## src/rtl/core/r565aw_pkg.sv

```systemverilog
// Shared types and constants for the RGB565 window writer.
// Used by every module under rtl/core; depends on nothing else.
package r565aw_pkg;

	localparam int COORD_WIDTH_DEF = 10;
	localparam int COORD_MAX_W     = 16;
	localparam int QUEUE_DEPTH     = 2;

	localparam int RIGHT_RESET  = 479;
	localparam int BOTTOM_RESET = 319;

	localparam logic [7:0] CMD_COLUMN = 8'h2A;
	localparam logic [7:0] CMD_PAGE   = 8'h2B;
	localparam logic [7:0] CMD_WRITE  = 8'h2C;

	localparam int          CFG_INDEX_W = 3;
	localparam logic [2:0] REG_LEFT    = 3'd0;
	localparam logic [2:0] REG_RIGHT   = 3'd1;
	localparam logic [2:0] REG_TOP     = 3'd2;
	localparam logic [2:0] REG_BOTTOM  = 3'd3;
	localparam logic [2:0] REG_SWAP    = 3'd4;

	// one byte slot of the per-pixel output sequence
	typedef enum logic [3:0] {
		ST_CMD_COL  = 4'd0,
		ST_LEFT_HI  = 4'd1,
		ST_LEFT_LO  = 4'd2,
		ST_RIGHT_HI = 4'd3,
		ST_RIGHT_LO = 4'd4,
		ST_CMD_PAGE = 4'd5,
		ST_Y0_HI    = 4'd6,
		ST_Y0_LO    = 4'd7,
		ST_Y1_HI    = 4'd8,
		ST_Y1_LO    = 4'd9,
		ST_CMD_WR   = 4'd10,
		ST_RED      = 4'd11,
		ST_GREEN    = 4'd12,
		ST_BLUE     = 4'd13
	} step_t;

	// classified pixel request handed from front to back
	typedef struct packed {
		logic                   header;
		logic [COORD_MAX_W-1:0] left;
		logic [COORD_MAX_W-1:0] right;
		logic [COORD_MAX_W-1:0] row;
		logic [7:0]             red;
		logic [7:0]             green;
		logic [7:0]             blue;
		logic                   row_end;
		logic                   area_end;
	} entry_t;

endpackage

```

## src/rtl/core/rgb565_area_to_rgb888_spi_stream_unit.sv

```systemverilog
// RGB565 window writer top level: configuration registers, front end, queue, sequencer.
// Depends on r565aw_pkg, r565aw_front, r565aw_queue, r565aw_back.
//
// Takes one RGB565 pixel per request on s_* for the configured window, row by row,
// and emits display bytes on m_*: at the first pixel of a row the column/page/write
// sequence (11 bytes) followed by R, G, B, otherwise R, G, B alone. The byte
// sequencer sends one byte per cycle unless m_tready stalls it; that sequencer
// sets the throughput. Pixels are classified on acceptance and held in a
// two-entry queue, so s_tready stays high while the sequencer is busy until the
// queue fills. Output bytes come from a register; a pixel passes through the
// queue and then that output register before its first byte appears. Write the
// window registers only while no pixel is in flight; cfg_ready is always high.
module rgb565_area_to_rgb888_spi_stream_unit #(
	parameter int COORD_WIDTH = r565aw_pkg::COORD_WIDTH_DEF
) (
	input  logic                                 clk,
	input  logic                                 arst_n,
	input  logic                                 cfg_valid,
	output logic                                 cfg_ready,
	input  logic [r565aw_pkg::CFG_INDEX_W-1:0]   cfg_index,
	input  logic [COORD_WIDTH-1:0]               cfg_data,
	input  logic                                 s_tvalid,
	output logic                                 s_tready,
	input  logic [15:0]                          s_tdata,  // [15:0] pixel
	output logic                                 m_tvalid,
	input  logic                                 m_tready,
	output logic [7:0]                           m_tdata,  // [7:0] out_byte
	output logic                                 m_tlast,  // last_of_item
	output logic [2:0]                           m_tuser   // [0] is_data, [1] end_of_transfer,
	                                                       // [2] area_done
);
	import r565aw_pkg::*;

	logic [COORD_WIDTH-1:0] left_q;
	logic [COORD_WIDTH-1:0] right_q;
	logic [COORD_WIDTH-1:0] top_q;
	logic [COORD_WIDTH-1:0] bottom_q;
	logic                   swap_q;
	logic                   push;
	entry_t                 push_entry;
	logic                   queue_full;
	logic                   not_empty;
	logic                   pop;
	entry_t                 head;

	assign cfg_ready = 1'b1;

	always_ff @(posedge clk or negedge arst_n) begin
		if (!arst_n) begin
			left_q   <= '0;
			right_q  <= COORD_WIDTH'(RIGHT_RESET);
			top_q    <= '0;
			bottom_q <= COORD_WIDTH'(BOTTOM_RESET);
			swap_q   <= 1'b0;
		end else if (cfg_valid && cfg_ready) begin
			case (cfg_index)
				REG_LEFT:   left_q   <= cfg_data;
				REG_RIGHT:  right_q  <= cfg_data;
				REG_TOP:    top_q    <= cfg_data;
				REG_BOTTOM: bottom_q <= cfg_data;
				REG_SWAP:   swap_q   <= cfg_data[0];
				default: begin
				end
			endcase
		end
	end

	r565aw_front #(
		.COORD_WIDTH(COORD_WIDTH)
	) u_front (
		.clk        (clk),
		.arst_n     (arst_n),
		.area_left  (left_q),
		.area_right (right_q),
		.area_top   (top_q),
		.area_bottom(bottom_q),
		.swap_bytes (swap_q),
		.s_tvalid   (s_tvalid),
		.s_tready   (s_tready),
		.s_tdata    (s_tdata),
		.queue_full (queue_full),
		.push       (push),
		.push_entry (push_entry)
	);

	r565aw_queue u_queue (
		.clk       (clk),
		.arst_n    (arst_n),
		.push      (push),
		.push_entry(push_entry),
		.pop       (pop),
		.full      (queue_full),
		.not_empty (not_empty),
		.head      (head)
	);

	r565aw_back u_back (
		.clk      (clk),
		.arst_n   (arst_n),
		.not_empty(not_empty),
		.head     (head),
		.pop      (pop),
		.m_tvalid (m_tvalid),
		.m_tready (m_tready),
		.m_tdata  (m_tdata),
		.m_tlast  (m_tlast),
		.m_tuser  (m_tuser)
	);

endmodule

```

## src/rtl/core/r565aw_front.sv

```systemverilog
// Front end: accepts pixels, tracks the window position, converts RGB565 to RGB888.
// Depends on r565aw_pkg.
module r565aw_front #(
	parameter int COORD_WIDTH = r565aw_pkg::COORD_WIDTH_DEF
) (
	input  logic                    clk,
	input  logic                    arst_n,
	input  logic [COORD_WIDTH-1:0]  area_left,
	input  logic [COORD_WIDTH-1:0]  area_right,
	input  logic [COORD_WIDTH-1:0]  area_top,
	input  logic [COORD_WIDTH-1:0]  area_bottom,
	input  logic                    swap_bytes,
	input  logic                    s_tvalid,
	output logic                    s_tready,
	input  logic [15:0]             s_tdata,  // [15:0] pixel
	input  logic                    queue_full,
	output logic                    push,
	output r565aw_pkg::entry_t      push_entry
);
	import r565aw_pkg::*;

	logic [COORD_WIDTH-1:0] col_off_q;
	logic [COORD_WIDTH-1:0] row_off_q;
	logic [COORD_WIDTH:0]   col_sum;
	logic [COORD_WIDTH:0]   row_sum;
	logic                   row_end;
	logic                   area_end;
	logic [15:0]            pix;
	logic [4:0]             r5;
	logic [5:0]             g6;
	logic [4:0]             b5;

	assign s_tready = !queue_full;
	assign push     = s_tvalid && s_tready;

	// sums keep the carry, the end tests are not modulo
	assign col_sum  = {1'b0, area_left} + {1'b0, col_off_q};
	assign row_sum  = {1'b0, area_top} + {1'b0, row_off_q};
	assign row_end  = col_sum >= {1'b0, area_right};
	assign area_end = row_end && (row_sum >= {1'b0, area_bottom});

	assign pix = swap_bytes ? {s_tdata[7:0], s_tdata[15:8]} : s_tdata;
	assign r5  = pix[15:11];
	assign g6  = pix[10:5];
	assign b5  = pix[4:0];

	always_comb begin
		push_entry.header   = (col_off_q == '0);
		push_entry.left     = COORD_MAX_W'(area_left);
		push_entry.right    = COORD_MAX_W'(area_right);
		push_entry.row      = COORD_MAX_W'(row_sum[COORD_WIDTH-1:0]);
		push_entry.red      = {r5, r5[4:2]};
		push_entry.green    = {g6, g6[5:4]};
		push_entry.blue     = {b5, b5[4:2]};
		push_entry.row_end  = row_end;
		push_entry.area_end = area_end;
	end

	always_ff @(posedge clk or negedge arst_n) begin
		if (!arst_n) begin
			col_off_q <= '0;
			row_off_q <= '0;
		end else if (push) begin
			if (area_end) begin
				col_off_q <= '0;
				row_off_q <= '0;
			end else if (row_end) begin
				col_off_q <= '0;
				row_off_q <= row_off_q + COORD_WIDTH'(1);
			end else begin
				col_off_q <= col_off_q + COORD_WIDTH'(1);
			end
		end
	end

endmodule

```

## src/rtl/core/r565aw_queue.sv

```systemverilog
// Short request queue between front end and byte sequencer.
// Depends on r565aw_pkg.
module r565aw_queue (
	input  logic               clk,
	input  logic               arst_n,
	input  logic               push,
	input  r565aw_pkg::entry_t push_entry,
	input  logic               pop,
	output logic               full,
	output logic               not_empty,
	output r565aw_pkg::entry_t head
);
	import r565aw_pkg::*;

	localparam int PTR_W = (QUEUE_DEPTH > 1) ? $clog2(QUEUE_DEPTH) : 1;
	localparam int CNT_W = $clog2(QUEUE_DEPTH + 1);

	entry_t             mem_q [QUEUE_DEPTH];
	logic [PTR_W-1:0]   wr_ptr_q;
	logic [PTR_W-1:0]   rd_ptr_q;
	logic [CNT_W-1:0]   cnt_q;

	assign full      = (cnt_q == CNT_W'(QUEUE_DEPTH));
	assign not_empty = (cnt_q != '0);
	assign head      = mem_q[rd_ptr_q];

	always_ff @(posedge clk) begin
		if (push) begin
			mem_q[wr_ptr_q] <= push_entry;
		end
	end

	always_ff @(posedge clk or negedge arst_n) begin
		if (!arst_n) begin
			wr_ptr_q <= '0;
			rd_ptr_q <= '0;
			cnt_q    <= '0;
		end else begin
			if (push) begin
				wr_ptr_q <= (wr_ptr_q == PTR_W'(QUEUE_DEPTH - 1)) ? '0 : wr_ptr_q + PTR_W'(1);
			end
			if (pop) begin
				rd_ptr_q <= (rd_ptr_q == PTR_W'(QUEUE_DEPTH - 1)) ? '0 : rd_ptr_q + PTR_W'(1);
			end
			cnt_q <= cnt_q + CNT_W'(push) - CNT_W'(pop);
		end
	end

	a_no_overflow: assert property (@(posedge clk) disable iff (!arst_n)
		push |-> !full || pop)
		else $error("queue push while full");

	a_no_underflow: assert property (@(posedge clk) disable iff (!arst_n)
		pop |-> not_empty)
		else $error("queue pop while empty");

	a_count_bound: assert property (@(posedge clk) disable iff (!arst_n)
		cnt_q <= CNT_W'(QUEUE_DEPTH))
		else $error("queue count out of range");

endmodule

```

## src/rtl/core/r565aw_back.sv

```systemverilog
// Byte sequencer: walks each queued request through window commands and RGB bytes.
// Depends on r565aw_pkg.
module r565aw_back (
	input  logic               clk,
	input  logic               arst_n,
	input  logic               not_empty,
	input  r565aw_pkg::entry_t head,
	output logic               pop,
	output logic               m_tvalid,
	input  logic               m_tready,
	output logic [7:0]         m_tdata,  // [7:0] out_byte
	output logic               m_tlast,  // last_of_item
	output logic [2:0]         m_tuser   // [0] is_data, [1] end_of_transfer, [2] area_done
);
	import r565aw_pkg::*;

	step_t      step_q;
	step_t      step;
	logic       load;
	logic [7:0] byte_d;
	logic       data_d;
	logic       eot_d;
	logic       last_d;
	logic       done_d;
	logic       out_valid_q;
	logic [7:0] out_byte_q;
	logic       out_data_q;
	logic       out_eot_q;
	logic       out_last_q;
	logic       out_done_q;

	// a request without header starts straight at the pixel bytes
	assign step = (step_q == ST_CMD_COL && !head.header) ? ST_RED : step_q;
	assign load = !out_valid_q || m_tready;
	assign pop  = load && not_empty && (step == ST_BLUE);

	always_comb begin
		byte_d = '0;
		data_d = 1'b1;
		eot_d  = 1'b0;
		last_d = 1'b0;
		done_d = 1'b0;
		case (step)
			ST_CMD_COL: begin
				byte_d = CMD_COLUMN;
				data_d = 1'b0;
				eot_d  = 1'b1;
			end
			ST_LEFT_HI:  byte_d = head.left[15:8];
			ST_LEFT_LO:  byte_d = head.left[7:0];
			ST_RIGHT_HI: byte_d = head.right[15:8];
			ST_RIGHT_LO: begin
				byte_d = head.right[7:0];
				eot_d  = 1'b1;
			end
			ST_CMD_PAGE: begin
				byte_d = CMD_PAGE;
				data_d = 1'b0;
				eot_d  = 1'b1;
			end
			ST_Y0_HI:    byte_d = head.row[15:8];
			ST_Y0_LO:    byte_d = head.row[7:0];
			ST_Y1_HI:    byte_d = head.row[15:8];
			ST_Y1_LO: begin
				byte_d = head.row[7:0];
				eot_d  = 1'b1;
			end
			ST_CMD_WR: begin
				byte_d = CMD_WRITE;
				data_d = 1'b0;
				eot_d  = 1'b1;
			end
			ST_RED:      byte_d = head.red;
			ST_GREEN:    byte_d = head.green;
			ST_BLUE: begin
				byte_d = head.blue;
				eot_d  = head.row_end;
				last_d = 1'b1;
				done_d = head.area_end;
			end
			default: begin
				byte_d = '0;
			end
		endcase
	end

	always_ff @(posedge clk or negedge arst_n) begin
		if (!arst_n) begin
			step_q      <= ST_CMD_COL;
			out_valid_q <= 1'b0;
		end else if (load) begin
			out_valid_q <= not_empty;
			if (not_empty) begin
				step_q <= (step == ST_BLUE) ? ST_CMD_COL : step_t'(step + 4'd1);
			end
		end
	end

	always_ff @(posedge clk) begin
		if (load && not_empty) begin
			out_byte_q <= byte_d;
			out_data_q <= data_d;
			out_eot_q  <= eot_d;
			out_last_q <= last_d;
			out_done_q <= done_d;
		end
	end

	assign m_tvalid = out_valid_q;
	assign m_tdata  = out_byte_q;
	assign m_tlast  = out_last_q;
	assign m_tuser  = {out_done_q, out_eot_q, out_data_q};

	a_done_on_last: assert property (@(posedge clk) disable iff (!arst_n)
		(m_tvalid && m_tuser[2]) |-> m_tlast && m_tuser[1])
		else $error("area_done without last byte of pixel");

	a_cmd_releases_cs: assert property (@(posedge clk) disable iff (!arst_n)
		(m_tvalid && !m_tuser[0]) |-> m_tuser[1] && !m_tlast)
		else $error("command byte without chip select release");

	a_pop_with_last: assert property (@(posedge clk) disable iff (!arst_n)
		pop |=> m_tvalid && m_tlast)
		else $error("request retired without its final byte");

endmodule

```

## config.mk

```make
export PLATFORM = sky130hd
export DESIGN_NAME = rgb565_area_to_rgb888_spi_stream_unit
export DESIGN_NICKNAME = d
export VERILOG_FILES = /design/src/rtl/core/r565aw_pkg.sv /design/src/rtl/core/rgb565_area_to_rgb888_spi_stream_unit.sv /design/src/rtl/core/r565aw_front.sv /design/src/rtl/core/r565aw_queue.sv /design/src/rtl/core/r565aw_back.sv
export SDC_FILE = /design/constraint.sdc
export NUM_CORES = 1
export LEC_CHECK = 0
export BUFFER_PORTS_ARGS = -buffer_cell sky130_fd_sc_hd__clkbuf_2
export CORE_UTILIZATION = 56
export CTS_BUF_LIST = sky130_fd_sc_hd__clkbuf_4 sky130_fd_sc_hd__clkbuf_8
export CTS_CLUSTER_SIZE = 20
export DETAILED_ROUTE_END_ITERATION = 8
export PLACE_DENSITY = 0.73
export REMOVE_ABC_BUFFERS = 1
export SETUP_SLACK_MARGIN = 0.1
export SLEW_MARGIN = 20
export SYNTH_ARGS = -nofsm -noshare
export SYNTH_HDL_FRONTEND = slang
export SYNTH_HIERARCHICAL = 1
export SYNTH_SLANG_ARGS = --single-unit
```

## constraint.sdc

```tcl
create_clock -name clk -period 5.64 [get_ports clk]
set_input_delay 0.282 -clock clk [delete_from_list [all_inputs] [get_ports clk]]
set_output_delay 0.282 -clock clk [all_outputs]
set_load 0.1 [all_outputs]
```

==> metrics.txt <==
asr flop ratio synth 30.2%; Slew @ Worst Pin 1060 ps; Yosys reg bits 232; DIE HEIGHT 149 um; Pre-antenna DRT Iters 5; drc violations 0; CP max FO 17; part of the cycle the worst path needs 75.1%; Static Leak 5.17 nW; global route overflow 0; clock buffer count from CTS 40; CTS tree built; Tot GR Track Use 22.3%; vias in the first global route 7,038; Worst EP required 6070 ps; Worst slew margin 29.3%; Ports 49; min cycle time layout 4230 ps; CP Capture Type flop; Syn. warnings 6; vias 7,056; Placer Congestion 0.888; worst skew pair latency 540 ps; leading register cell type out of synthesis edfxtp_1; postcts setup bufs 0; pin count of the biggest net entering global routing 76; Placed Cells 1,144; fillcell total 1,602; port bufs 47; status completed; endpoints failing setup 0; final WL 23.8 mm; maximum VDD drop 0.247 mV; Core Region 0.0210 sq mm; Max Freq 236 MHz; post-route ant nets 0; CTS root buf clkbuf_8; Post-Syn Area 0.0120 sq mm; Worst EP arrival 4660 ps; CTS clk-pin slew, worst paths 60 ps; ant diodes 0; Area Growth Syn to Fin 7.49%; PwrDens 543 mW/mm^2; fin cells 1,216; worst hold-check path type primary input to flop; Synth area leader edfxtp_1; Starting DRT DRC Count 416; RSZ-0062 raised after global routing no; fin nets 993; WS Path Type flop to flop; initial antenna violation count 0; Final Hold Slack 80.1 ps; first-pass GRT wire length 37.5 mm; final hold viol count 0; synth unique cells 75; Synth Instances 886; Clock Skews 33.6 ps; number of synthesized flops with an enable pin 162; clock buffer depth 3; layout cells sized above 1 30.0%; Total Power 7.02 mW; Yosys top cell area share 40.4%; final setup TNS 0 ps; max-slew violations 0; Synth area leaders edfxtp_1 40%, dfrtp_1 11%, mux2_4 7.5%; Mean Syn Cell Area 13.6 sq um; Cell Rows 53; Post-synth top cells 162 x edfxtp_1, 77 x mux2_2, 60 x mux2_4; Horiz. Die Dim 149 um; Sink Count 232; Starting Density 57.2%; Max-cap violations 0; area of the die 0.0221 sq mm; via/cell ratio 5.80; WL/cell 19.6 um; H-Tree Depth 2; crit path launch type flop; post-synthesis sequential area ratio 55.2%; hpwl dp 16.3 mm; top-count cell post-synth edfxtp_1
per-layer routing:
layer  track usage, %  share of wire (%)  wire, um  vias up
met4             6.91                2.3       557        0
li1                 -                  -         -     3312
met1             29.4                 44     10500     3466
met2             37.4                 49     11600      232
met3             3.80                5.1      1210       46
met5                0                  0         0        -
cell usage in the layout, fill, tap and decap left out, types with 6 or more instances in the layout:
cell	count
nor2b_1	11
buf_4	9
dfrtp_1	54
edfxtp_1	162
nand2b_1	10
mux2_4	60
clkbuf_2	46
xnor2_1	11
o22ai_1	6
o21ai_0	22
mux2i_1	13
clkbuf_8	44
a211oi_1	10
xor2_1	8
clkbuf_4	9
a31oi_1	9
nand3_1	25
dfstp_2	15
nand2_1	30
a21o_1	7
nand4_1	15
mux2_2	77
inv_1	49
conb_1	19
nor2_1	32
ha_1	45
nor3_1	10
a21oi_1	24
clkinv_1	11
per-stage QoR:
stage	util, %	setup slack [ps]	area, sq um
floorplan	-	504	11500
global placement	57.6	1670	12100
detailed placement	57.6	1520	12100
CTS	61.5	1510	12900
global route	61.5	1090	12900
finish	61.5	1410	12900
layout make-up:
type	count	area [sq um]	area share (%)
well taps	275	344	2.66
repair buffers	57	313	2.42
clock buffers	53	673	5.21
flip-flops and latches	232	6640	51.3
clock inverters	18	135	1.05
inverters	49	184	1.42
multi-input cells	532	4640	35.9
what timing repair did:
action	CTS	global route
resized for setup	0	0
hold buffers	1	0
hold endpoints to repair	17	0
registers in the layout (all words and copies together), names as in the netlist, 2 cells and up:
name               cells
u_queue/cnt_q          2
u_front/col_off_q     10
right_q               10
u_back/m_tdata         8
u_queue/mem_q        150
bottom_q              10
u_front/row_off_q     10
u_back/step_q          4
top_q                 10
left_q                10
critical path, stage by stage, from the launching register on:
cell and delay, ps:
dfrtp_1 430, ha_1 290, a21o_1 160, a21oi_1 230, o21ai_0 200, o41ai_1 560
nand3_1 140, o311ai_0 200, ha_1 350, nand3_1 110, o22ai_1 90, a311o_1 310
a211oi_4 680, nand4_1 190, mux2i_1 200
path summary, 6_finish.rpt:
kind,from,end,cells after the start,slack [ps]
min in group asynchronous,arst_n,swap_q,2,220
worst min-delay path,m_tready,u_back/m_tvalid,3,80
worst max register to register,u_front/row_off_q[1],u_front/row_off_q[7],14,1410
max in group asynchronous,arst_n,u_queue/rd_ptr_q,3,4330
worst max-delay path,u_front/row_off_q[1],u_front/row_off_q[7],14,1410
worst min register to register,bottom_q[7],bottom_q[7],1,510
logic make-up (layout without fill, tap and decap cells):
group,Yosys count,in the layout,synth area share [%]
adder cells (fa/ha/maj),47,47,5.01
AND/OR/NAND/NOR,161,161,7.25
AO/OA/AOI/OAI,130,130,7.73
flip-flops,232,232,55.2
XOR/XNOR,20,20,1.58
other,2,19,0.0624
buffers and inverters,139,177,6.86
multiplexers,155,155,16.3
power breakdown:
part           switching, mW  internal (mW)
sequential             0.296           2.44
combinational           1.67           1.08
clock                  0.657          0.869
(Power assumes the default switching activity.)
